## src/rtl/positional_list_engine_top_defines.svh

```systemverilog
// Assertion macros for the positional list engine.
// Used by modules that carry concurrent checks; expects clk and arst_n in scope.
`ifndef POSITIONAL_LIST_ENGINE_TOP_DEFINES_SVH
`define POSITIONAL_LIST_ENGINE_TOP_DEFINES_SVH

// Same-cycle implication, disabled while in reset
`define PLE_ASSERT_NOW(label, cond, conseq, msg) \
	label: assert property (@(posedge clk) disable iff (!arst_n) (cond) |-> (conseq)) \
		else $error(msg);

// Next-cycle implication, disabled while in reset
`define PLE_ASSERT_NEXT(label, cond, conseq, msg) \
	label: assert property (@(posedge clk) disable iff (!arst_n) (cond) |=> (conseq)) \
		else $error(msg);

`endif

```

## src/rtl/ple_pkg.sv

```systemverilog
// Shared types and codes for the positional list engine.
// No dependencies; used by ple_cell, ple_ctrl and the top level.
`timescale 1ns / 1ps

package ple_pkg;

	// width of cell index and count fields in the chain control word
	localparam int IDX_W = 8;

	// operation codes
	localparam logic [2:0] MODE_INS_FRONT = 3'd0;
	localparam logic [2:0] MODE_INS_BACK  = 3'd1;
	localparam logic [2:0] MODE_INS_AT    = 3'd2;
	localparam logic [2:0] MODE_DEL_FRONT = 3'd3;
	localparam logic [2:0] MODE_DEL_BACK  = 3'd4;
	localparam logic [2:0] MODE_DEL_AT    = 3'd5;
	localparam logic [2:0] MODE_DUMP      = 3'd6;

	// result status codes
	localparam logic [2:0] STAT_OK      = 3'd0;
	localparam logic [2:0] STAT_EMPTY   = 3'd1;
	localparam logic [2:0] STAT_POSZERO = 3'd2;
	localparam logic [2:0] STAT_RANGE   = 3'd3;
	localparam logic [2:0] STAT_FULL    = 3'd4;
	localparam logic [2:0] STAT_ENTRY   = 3'd5;

	// what every cell does this cycle
	typedef enum logic [1:0] {
		CELL_HOLD,
		CELL_INS,
		CELL_DEL,
		CELL_ROT
	} cell_op_t;

	// control word broadcast along the chain
	typedef struct packed {
		cell_op_t         op;
		logic [IDX_W-1:0] idx;
		logic [IDX_W-1:0] count;
	} chain_ctl_t;

	typedef enum logic {
		ST_IDLE,
		ST_DUMP
	} ple_state_t;

endpackage

```

## src/rtl/ple_cell.sv

```systemverilog
// One storage cell of the list chain.
// Depends on ple_pkg for the chain control word.
`timescale 1ns / 1ps

module ple_cell #(
	parameter int IDX = 0
) (
	input  logic                    clk,
	input  ple_pkg::chain_ctl_t     ctl,
	input  logic signed [31:0]      ins_value,
	input  logic signed [31:0]      left_value,
	input  logic signed [31:0]      right_value,
	input  logic signed [31:0]      head_value,
	output logic signed [31:0]      value
);

	localparam int IW = ple_pkg::IDX_W;
	localparam logic [IW:0] ME = (IW + 1)'(IDX);

	logic [IW:0]        idx_x;
	logic [IW:0]        cnt_x;
	logic signed [31:0] value_q;
	logic signed [31:0] value_d;

	assign idx_x = {1'b0, ctl.idx};
	assign cnt_x = {1'b0, ctl.count};

	// pick the next word from self, neighbors, head or the new word
	always_comb begin
		value_d = value_q;
		case (ctl.op)
			ple_pkg::CELL_INS: begin
				if (ME > idx_x)
					value_d = left_value;
				else if (ME == idx_x)
					value_d = ins_value;
			end
			ple_pkg::CELL_DEL: begin
				if (ME >= idx_x)
					value_d = right_value;
			end
			ple_pkg::CELL_ROT: begin
				// rotate the occupied part left by one
				if (ME + 1'b1 == cnt_x)
					value_d = head_value;
				else if (ME + 1'b1 < cnt_x)
					value_d = right_value;
			end
			default: value_d = value_q;
		endcase
	end

	always_ff @(posedge clk) begin
		value_q <= value_d;
	end

	assign value = value_q;

endmodule

```

## src/rtl/ple_ctrl.sv

```systemverilog
// Command decode, entry count, dump sequencer and result registers.
// Depends on ple_pkg and positional_list_engine_top_defines.svh.
`timescale 1ns / 1ps
`include "positional_list_engine_top_defines.svh"

module ple_ctrl #(
	parameter int CAPACITY = 16
) (
	input  logic                clk,
	input  logic                arst_n,
	input  logic                start,
	input  logic [2:0]          mode,
	input  logic [7:0]          position,
	input  logic signed [31:0]  head_value,
	output logic                busy,
	output logic                done,
	output logic [2:0]          status,
	output logic signed [31:0]  entry_value,
	output logic                last,
	output ple_pkg::chain_ctl_t ctl
);

	localparam int IW = ple_pkg::IDX_W;
	localparam int CW = $clog2(CAPACITY + 1);
	localparam int PW = ((CW > 8) ? CW : 8) + 1;
	localparam logic [CW-1:0] CAP = CW'(CAPACITY);

	ple_pkg::ple_state_t state_q, state_d;
	logic [CW-1:0]      count_q, count_d;
	logic [CW-1:0]      left_q, left_d;
	logic               done_q, done_d;
	logic [2:0]         status_q, status_d;
	logic signed [31:0] entry_q, entry_d;
	logic               last_q, last_d;
	logic               accept;
	logic [PW-1:0]      pos_x;
	logic [PW-1:0]      cnt_x;
	logic               full;
	logic               empty;

	assign accept = start && (state_q == ple_pkg::ST_IDLE);
	assign pos_x  = PW'(position);
	assign cnt_x  = PW'(count_q);
	assign full   = (count_q == CAP);
	assign empty  = (count_q == '0);

	// decode the word, drive the chain and set up the result
	always_comb begin
		state_d   = state_q;
		count_d   = count_q;
		left_d    = left_q;
		done_d    = 1'b0;
		status_d  = ple_pkg::STAT_OK;
		entry_d   = '0;
		last_d    = 1'b1;
		ctl.op    = ple_pkg::CELL_HOLD;
		ctl.idx   = '0;
		ctl.count = IW'(count_q);
		case (state_q)
			ple_pkg::ST_IDLE: begin
				if (accept) begin
					case (mode)
						ple_pkg::MODE_INS_FRONT, ple_pkg::MODE_INS_BACK: begin
							done_d = 1'b1;
							if (full) begin
								status_d = ple_pkg::STAT_FULL;
							end else begin
								ctl.op  = ple_pkg::CELL_INS;
								ctl.idx = (mode == ple_pkg::MODE_INS_BACK) ? IW'(count_q) : '0;
								count_d = count_q + 1'b1;
							end
						end
						ple_pkg::MODE_INS_AT: begin
							done_d = 1'b1;
							if (position == 8'd0) begin
								status_d = ple_pkg::STAT_POSZERO;
							end else if (pos_x > cnt_x + 1'b1) begin
								status_d = ple_pkg::STAT_RANGE;
							end else if (full) begin
								status_d = ple_pkg::STAT_FULL;
							end else begin
								ctl.op  = ple_pkg::CELL_INS;
								ctl.idx = IW'(position - 8'd1);
								count_d = count_q + 1'b1;
							end
						end
						ple_pkg::MODE_DEL_FRONT, ple_pkg::MODE_DEL_BACK: begin
							done_d = 1'b1;
							if (empty) begin
								status_d = ple_pkg::STAT_EMPTY;
							end else begin
								ctl.op  = ple_pkg::CELL_DEL;
								ctl.idx = (mode == ple_pkg::MODE_DEL_BACK) ?
									IW'(count_q - 1'b1) : '0;
								count_d = count_q - 1'b1;
							end
						end
						ple_pkg::MODE_DEL_AT: begin
							done_d = 1'b1;
							if (position == 8'd0) begin
								status_d = ple_pkg::STAT_POSZERO;
							end else if (empty) begin
								status_d = ple_pkg::STAT_EMPTY;
							end else if (pos_x > cnt_x) begin
								status_d = ple_pkg::STAT_RANGE;
							end else begin
								ctl.op  = ple_pkg::CELL_DEL;
								ctl.idx = IW'(position - 8'd1);
								count_d = count_q - 1'b1;
							end
						end
						ple_pkg::MODE_DUMP: begin
							if (empty) begin
								done_d   = 1'b1;
								status_d = ple_pkg::STAT_EMPTY;
							end else begin
								state_d = ple_pkg::ST_DUMP;
								left_d  = count_q;
							end
						end
						default: done_d = 1'b0;  // unused mode: no result
					endcase
				end
			end
			ple_pkg::ST_DUMP: begin
				// emit the head word and rotate the list by one
				done_d   = 1'b1;
				status_d = ple_pkg::STAT_ENTRY;
				entry_d  = head_value;
				last_d   = (left_q == CW'(1));
				ctl.op   = ple_pkg::CELL_ROT;
				left_d   = left_q - 1'b1;
				if (left_q == CW'(1))
					state_d = ple_pkg::ST_IDLE;
			end
			default: state_d = ple_pkg::ST_IDLE;
		endcase
	end

	always_ff @(posedge clk or negedge arst_n) begin
		if (!arst_n) begin
			state_q <= ple_pkg::ST_IDLE;
			count_q <= '0;
			left_q  <= '0;
			done_q  <= 1'b0;
		end else begin
			state_q <= state_d;
			count_q <= count_d;
			left_q  <= left_d;
			done_q  <= done_d;
		end
	end

	// result payload
	always_ff @(posedge clk) begin
		status_q <= status_d;
		entry_q  <= entry_d;
		last_q   <= last_d;
	end

	assign busy        = (state_q == ple_pkg::ST_DUMP);
	assign done        = done_q;
	assign status      = status_q;
	assign entry_value = entry_q;
	assign last        = last_q;

	`PLE_ASSERT_NOW(a_count_bound, 1'b1, count_q <= CAP, "entry count above capacity")
	`PLE_ASSERT_NEXT(a_dump_emits, state_q == ple_pkg::ST_DUMP, done && status == ple_pkg::STAT_ENTRY, "dump cycle gave no entry word")
	`PLE_ASSERT_NEXT(a_dump_end, state_q == ple_pkg::ST_DUMP && left_q == CW'(1), state_q == ple_pkg::ST_IDLE && last, "dump did not end on last entry")
	`PLE_ASSERT_NEXT(a_ins_count, accept && mode == ple_pkg::MODE_INS_FRONT && !full, count_q == CW'($past(count_q) + 1'b1), "front insert did not grow list")

endmodule

```

## src/rtl/positional_list_engine_top.sv

```systemverilog
// Positional list engine: chain of value cells plus the controller.
// Depends on ple_pkg, ple_cell and ple_ctrl.
`timescale 1ns / 1ps

// Usage:
//   A command word (mode, value, position) is taken at a rising edge where
//   start is high and busy is low. Results come out on status, entry_value
//   and last, each valid for exactly one cycle while done is high; the
//   receiver cannot hold them off.
//   Edits (inserts and deletes) give one status word in the cycle after the
//   command; all cells shift in parallel, so a new command may follow in
//   every cycle and busy stays low.
//   A dump of N entries raises busy while the dump state runs and gives N
//   entry words on consecutive cycles, each registered from its dump cycle
//   and so later than an edit's word, the final one with last set. Each dump
//   cycle reads the head cell and rotates the occupied cells by one, so the
//   list is back in order when busy drops.
//   A dump of an empty list gives a single empty status word.
//   Unused mode seven is taken and dropped with no result.
//   Reset (arst_n low) empties the list and cancels a dump in progress;
//   cell contents are not cleared, only the entry count.

module positional_list_engine_top #(
	parameter int CAPACITY = 16
) (
	input  logic               clk,
	input  logic               arst_n,
	input  logic               start,
	input  logic [2:0]         mode,
	input  logic signed [31:0] value,
	input  logic [7:0]         position,
	output logic               busy,
	output logic               done,
	output logic [2:0]         status,
	output logic signed [31:0] entry_value,
	output logic               last
);

	ple_pkg::chain_ctl_t ctl;
	logic signed [31:0]  cell_value [CAPACITY];

	ple_ctrl #(
		.CAPACITY(CAPACITY)
	) u_ctrl (
		.clk        (clk),
		.arst_n     (arst_n),
		.start      (start),
		.mode       (mode),
		.position   (position),
		.head_value (cell_value[0]),
		.busy       (busy),
		.done       (done),
		.status     (status),
		.entry_value(entry_value),
		.last       (last),
		.ctl        (ctl)
	);

	// cell chain; the first cell takes the input value on its left, the last cell loops back on itself on its right
	for (genvar i = 0; i < CAPACITY; i++) begin : g_cell
		logic signed [31:0] left_w;
		logic signed [31:0] right_w;

		if (i == 0) begin : g_first
			assign left_w = value;
		end else begin : g_mid_l
			assign left_w = cell_value[i-1];
		end

		if (i == CAPACITY - 1) begin : g_lastc
			assign right_w = cell_value[i];
		end else begin : g_mid_r
			assign right_w = cell_value[i+1];
		end

		ple_cell #(
			.IDX(i)
		) u_cell (
			.clk        (clk),
			.ctl        (ctl),
			.ins_value  (value),
			.left_value (left_w),
			.right_value(right_w),
			.head_value (cell_value[0]),
			.value      (cell_value[i])
		);
	end

endmodule
```

## config.mk

```make
export PLATFORM = sky130hd
export DESIGN_NAME = positional_list_engine_top
export DESIGN_NICKNAME = d
export VERILOG_FILES = /design/src/rtl/ple_pkg.sv /design/src/rtl/ple_cell.sv /design/src/rtl/ple_ctrl.sv /design/src/rtl/positional_list_engine_top.sv
export VERILOG_INCLUDE_DIRS = /design/src /design/src/rtl
export SDC_FILE = /design/constraint.sdc
export NUM_CORES = 2
export LEC_CHECK = 0
export BUFFER_PORTS_ARGS = -buffer_cell sky130_fd_sc_hd__buf_2
export CAP_MARGIN = 30
export CORE_MARGIN = 5
export CORE_UTILIZATION = 36
export DETAILED_ROUTE_END_ITERATION = 12
export PLACE_DENSITY = 0.62
export SKIP_LAST_GASP = 1
export SLEW_MARGIN = 10
export SYNTH_ARGS = -nofsm -noshare
export SYNTH_HDL_FRONTEND = slang
export SYNTH_SLANG_ARGS = --single-unit
```

## constraint.sdc

```tcl
create_clock -name clk -period 15.14 [get_ports clk]
set_input_delay 3.028 -clock clk [delete_from_list [all_inputs] [get_ports clk]]
set_output_delay 3.028 -clock clk [all_outputs]
set_load 0.05 [all_outputs]
```

==> results.yml <==
run_status:
  outcome: "finished clean"
clocking:
  cts_setup_buffers: 0
  clk_pin_slew_ns: 0.06
  insertion_delay_ns: 0.66
  clock_sinks: 560
  cts-htree-levels: 2
  numCtsBuffers: 60
  postCtsHoldBufs: 0
  tritoncts: "built"
  cts_resized: 0
  cts_root_buffer: "clkbuf_16"
  clock_path_buffers: 3
final_layout:
  fin_nets: 3152
  final_cell_mix: "edfxtp_1, a22oi_1, mux2_2"
  drive_gt1_share_pct: 21.05
  layoutNonFillerInstCount: 4414
  syn2layout_area_growth_pct: 10.49
  final_common_cell: "edfxtp_1"
power_and_ir_drop:
  clkPwrFrac_pct: 15.8
  fin_total_pwr_uw: 9694
  p_int_uw: 5561
  powerDensity_nw_per_um2: 250.1
  p_leak_uw: 0.01414
  power_frac_comb_pct: 44.6
  ir_worst_vdd_mv: 0.1989
  power_frac_seq_pct: 39.6
  netSwitchingFraction_pct: 42.63
  p_switching_uw: 4133
sta:
  min_period_ns: 7.316
  tightest_slew_ns: 1.017
  setup_slack_ns: 7.824
  whs_ns: 0.5039
  slew_violations: 0
  fmax_ghz: 0.1367
  max_slew_margin_pct: 31.47
  fin_setup_tns_ns: 0
  setup_viol: 0
  clock-skew-final_ns: 0.03851
  hold_violations: 0
  rsz0062_at_grt: "false"
  timing.final.crit_share_pct: 48.32
synthesis:
  synthFlopType: "edfxtp_1"
  synth_area_um2: 35080
  yosys_warnings: 0
  syn_avg_cell_area_um2: 10.92
  yosys_register_bits: 560
  synth_top_family_by_area: "multiplexers"
  synth_edf_count: 512
  yosys.area_share.adder_pct: 0.9130
  synth_compound_area_share_pct: 20.09
  synth_xor_area_share_pct: 0.4244
  yosys-top-cells-area: "edfxtp_1, mux2_2, mux2i_1"
  syn-num-nets: 3284
  muxShareOfSynthArea_pct: 20.45
  seq_area_frac_synth_pct: 46.73
  yosysTopAreaCellShare_pct: 43.82
  synth-simple-area-share_pct: 7.176
  syn_inst: 3213
  synth_cell_types: 70
  async_flop_share_pct: 2.143
  yosys.area.top_type: "edfxtp_1"
detailed_routing:
  dr.pass1.iters: 7
  viasPerCell: 6.385
  initialDrtViolationCount: 3414
  vias: 28180
  drc: 0
  wirelength_um: 119600
  drt-wirelength-per-cell_um: 27.09
  ant_nets: 0
worst_setup_path:
  r2r-start: "u_ctrl.count_q[2]"
  crit_fanout: 65
  startpoint_type: "input port"
  crit_required_ns: 15.46
  endpoint_kind: "register"
  reg2reg_to: "g_cell[0].u_cell.value[25]"
  reg2reg_setup_slack_ns: 8.12
  crit_arrival_ns: 7.63
  worstSetupPathType: "input port to register"
  r2r_cells: 15
grt:
  grt_pass1_wl_um: 176000
  grt_use_total_pct: 21.87
  grt_max_degree: 171
  antenna_found_initial: 15
  grt_pass1_vias: 26570
  overflow: 0
place:
  dp.cells: 4293
  dpl.hpwl_um: 69380
  io_buffer_count: 83
  dp_slack_ns: 7.226
  gp_congestion: 0.8491
floorplanning:
  die_h_um: 322.2
  dieArea_um2: 103800
  coreArea_um2: 96710
  fp.dieW_um: 322.2
  initial_core_util_pct: 36.28
  ios: 84
  row_count: 114
hold_path:
  hold_path.startpoint: "u_ctrl.left_q[0]"
  min_to: "u_ctrl.left_q[0]"
  hp-class: "register to register"
  hold_depth: 1
flow_run:
  cap_violations: 0
-- worst max-delay path, stage by stage --
cell	delay, ns
buf_2	0.14
inv_1	0.16
ha_1	0.29
nor3b_1	0.26
xnor2_1	0.17
o32ai_1	0.13
nor3_2	0.30
a211oi_1	0.13
o31a_2	0.30
buf_4	0.38
a21oi_4	0.21
buf_4	0.67
nand2_1	0.20
a21oi_4	0.76
buf_4	0.45
-- power by group through the flow --
stage	combinational, uW	clock, uW	sequential (uW)
after global placement	4100	0	3810
after CTS	4260	1550	3810
after floorplan	2970	0	3650
after global routing	4650	1610	3940
after detailed placement	4240	0	3840
final	4320	1530	3840
-- synthesized netlist by cell type, types with 11 or more instances --
master,number
nand2_1,257
a22oi_1,377
ha_1,24
o211ai_1,142
edfxtp_1,512
dfxtp_1,36
inv_1,13
a221oi_1,73
buf_4,13
buf_1,11
nor2_1,36
mux2_2,350
o21ai_0,117
xnor2_1,13
o21bai_1,34
mux2i_1,323
nor3_1,19
and2_1,35
o21ai_1,139
dfrtp_1,12
a21oi_1,72
buf_2,50
nand3_1,149
a31oi_1,22
clkbuf_1,274
-- worst max path at each step --
stage,startpoint,to,slack (ns)
2_1_floorplan,position[0],g_cell[2].u_cell.value[0],7.29
3_3_place_gp,position[0],g_cell[6].u_cell.value[9],7.23
3_5_place_dp,position[0],g_cell[6].u_cell.value[9],7.23
4_1_cts,position[0],g_cell[6].u_cell.value[2],7.89
5_1_grt,position[0],g_cell[6].u_cell.value[2],7.64
6_report,position[0],g_cell[6].u_cell.value[2],7.82
-- through the flow --
| stage | util [%] | instance area, um^2 |
|---|---|---|
| 2_1_floorplan | - | 35080 |
| 3_3_place_gp | 37.67 | 36430 |
| 3_5_place_dp | 37.93 | 36680 |
| 4_1_cts | 40.01 | 38690 |
| 5_1_grt | 40.08 | 38760 |
| 6_report | 40.08 | 38760 |
-- layout make-up --
cell class / count / area [um^2]
tap: 1276 / 1597
timing repair buffer: 154 / 1206
sequential: 560 / 16400
multi-input combinational: 2289 / 17470
antenna: 7 / 17.52
clock buffer: 85 / 1780
clock inverter: 27 / 232.7
fill: 9237 / 57950
inverter: 16 / 60.06
-- layer usage --
metal | wire, um | vias to the layer above | track usage (%)
met5 | 58 | - | 0
met4 | 4040 | 8 | 7.465
met3 | 10440 | 243 | 4.191
met2 | 54800 | 1440 | 34.64
met1 | 50220 | 14080 | 30.23
li1 | - | 12410 | -
-- cell families (layout without fill, tap and decap cells) --
| logic type | Yosys count | after routing |
|---|---|---|
| flip-flops | 560 | 560 |
| adder cells (fa/ha/maj) | 25 | 25 |
| AO/OA/AOI/OAI | 1029 | 1029 |
| other | 0 | 7 |
| XOR/XNOR | 17 | 17 |
| AND/OR/NAND/NOR | 545 | 545 |
| multiplexers | 673 | 673 |
| buffers and inverters | 364 | 282 |
-- state kept, by name (all words and copies together), names as in the netlist --
name / cells
g_cell.u_cell.value: 512
u_ctrl.entry_value: 32
u_ctrl.count_q: 5
u_ctrl.left_q: 5
u_ctrl.status: 3
u_ctrl.busy: 1
u_ctrl.done: 1
u_ctrl.last: 1
Power figures use the tool's default switching activity.
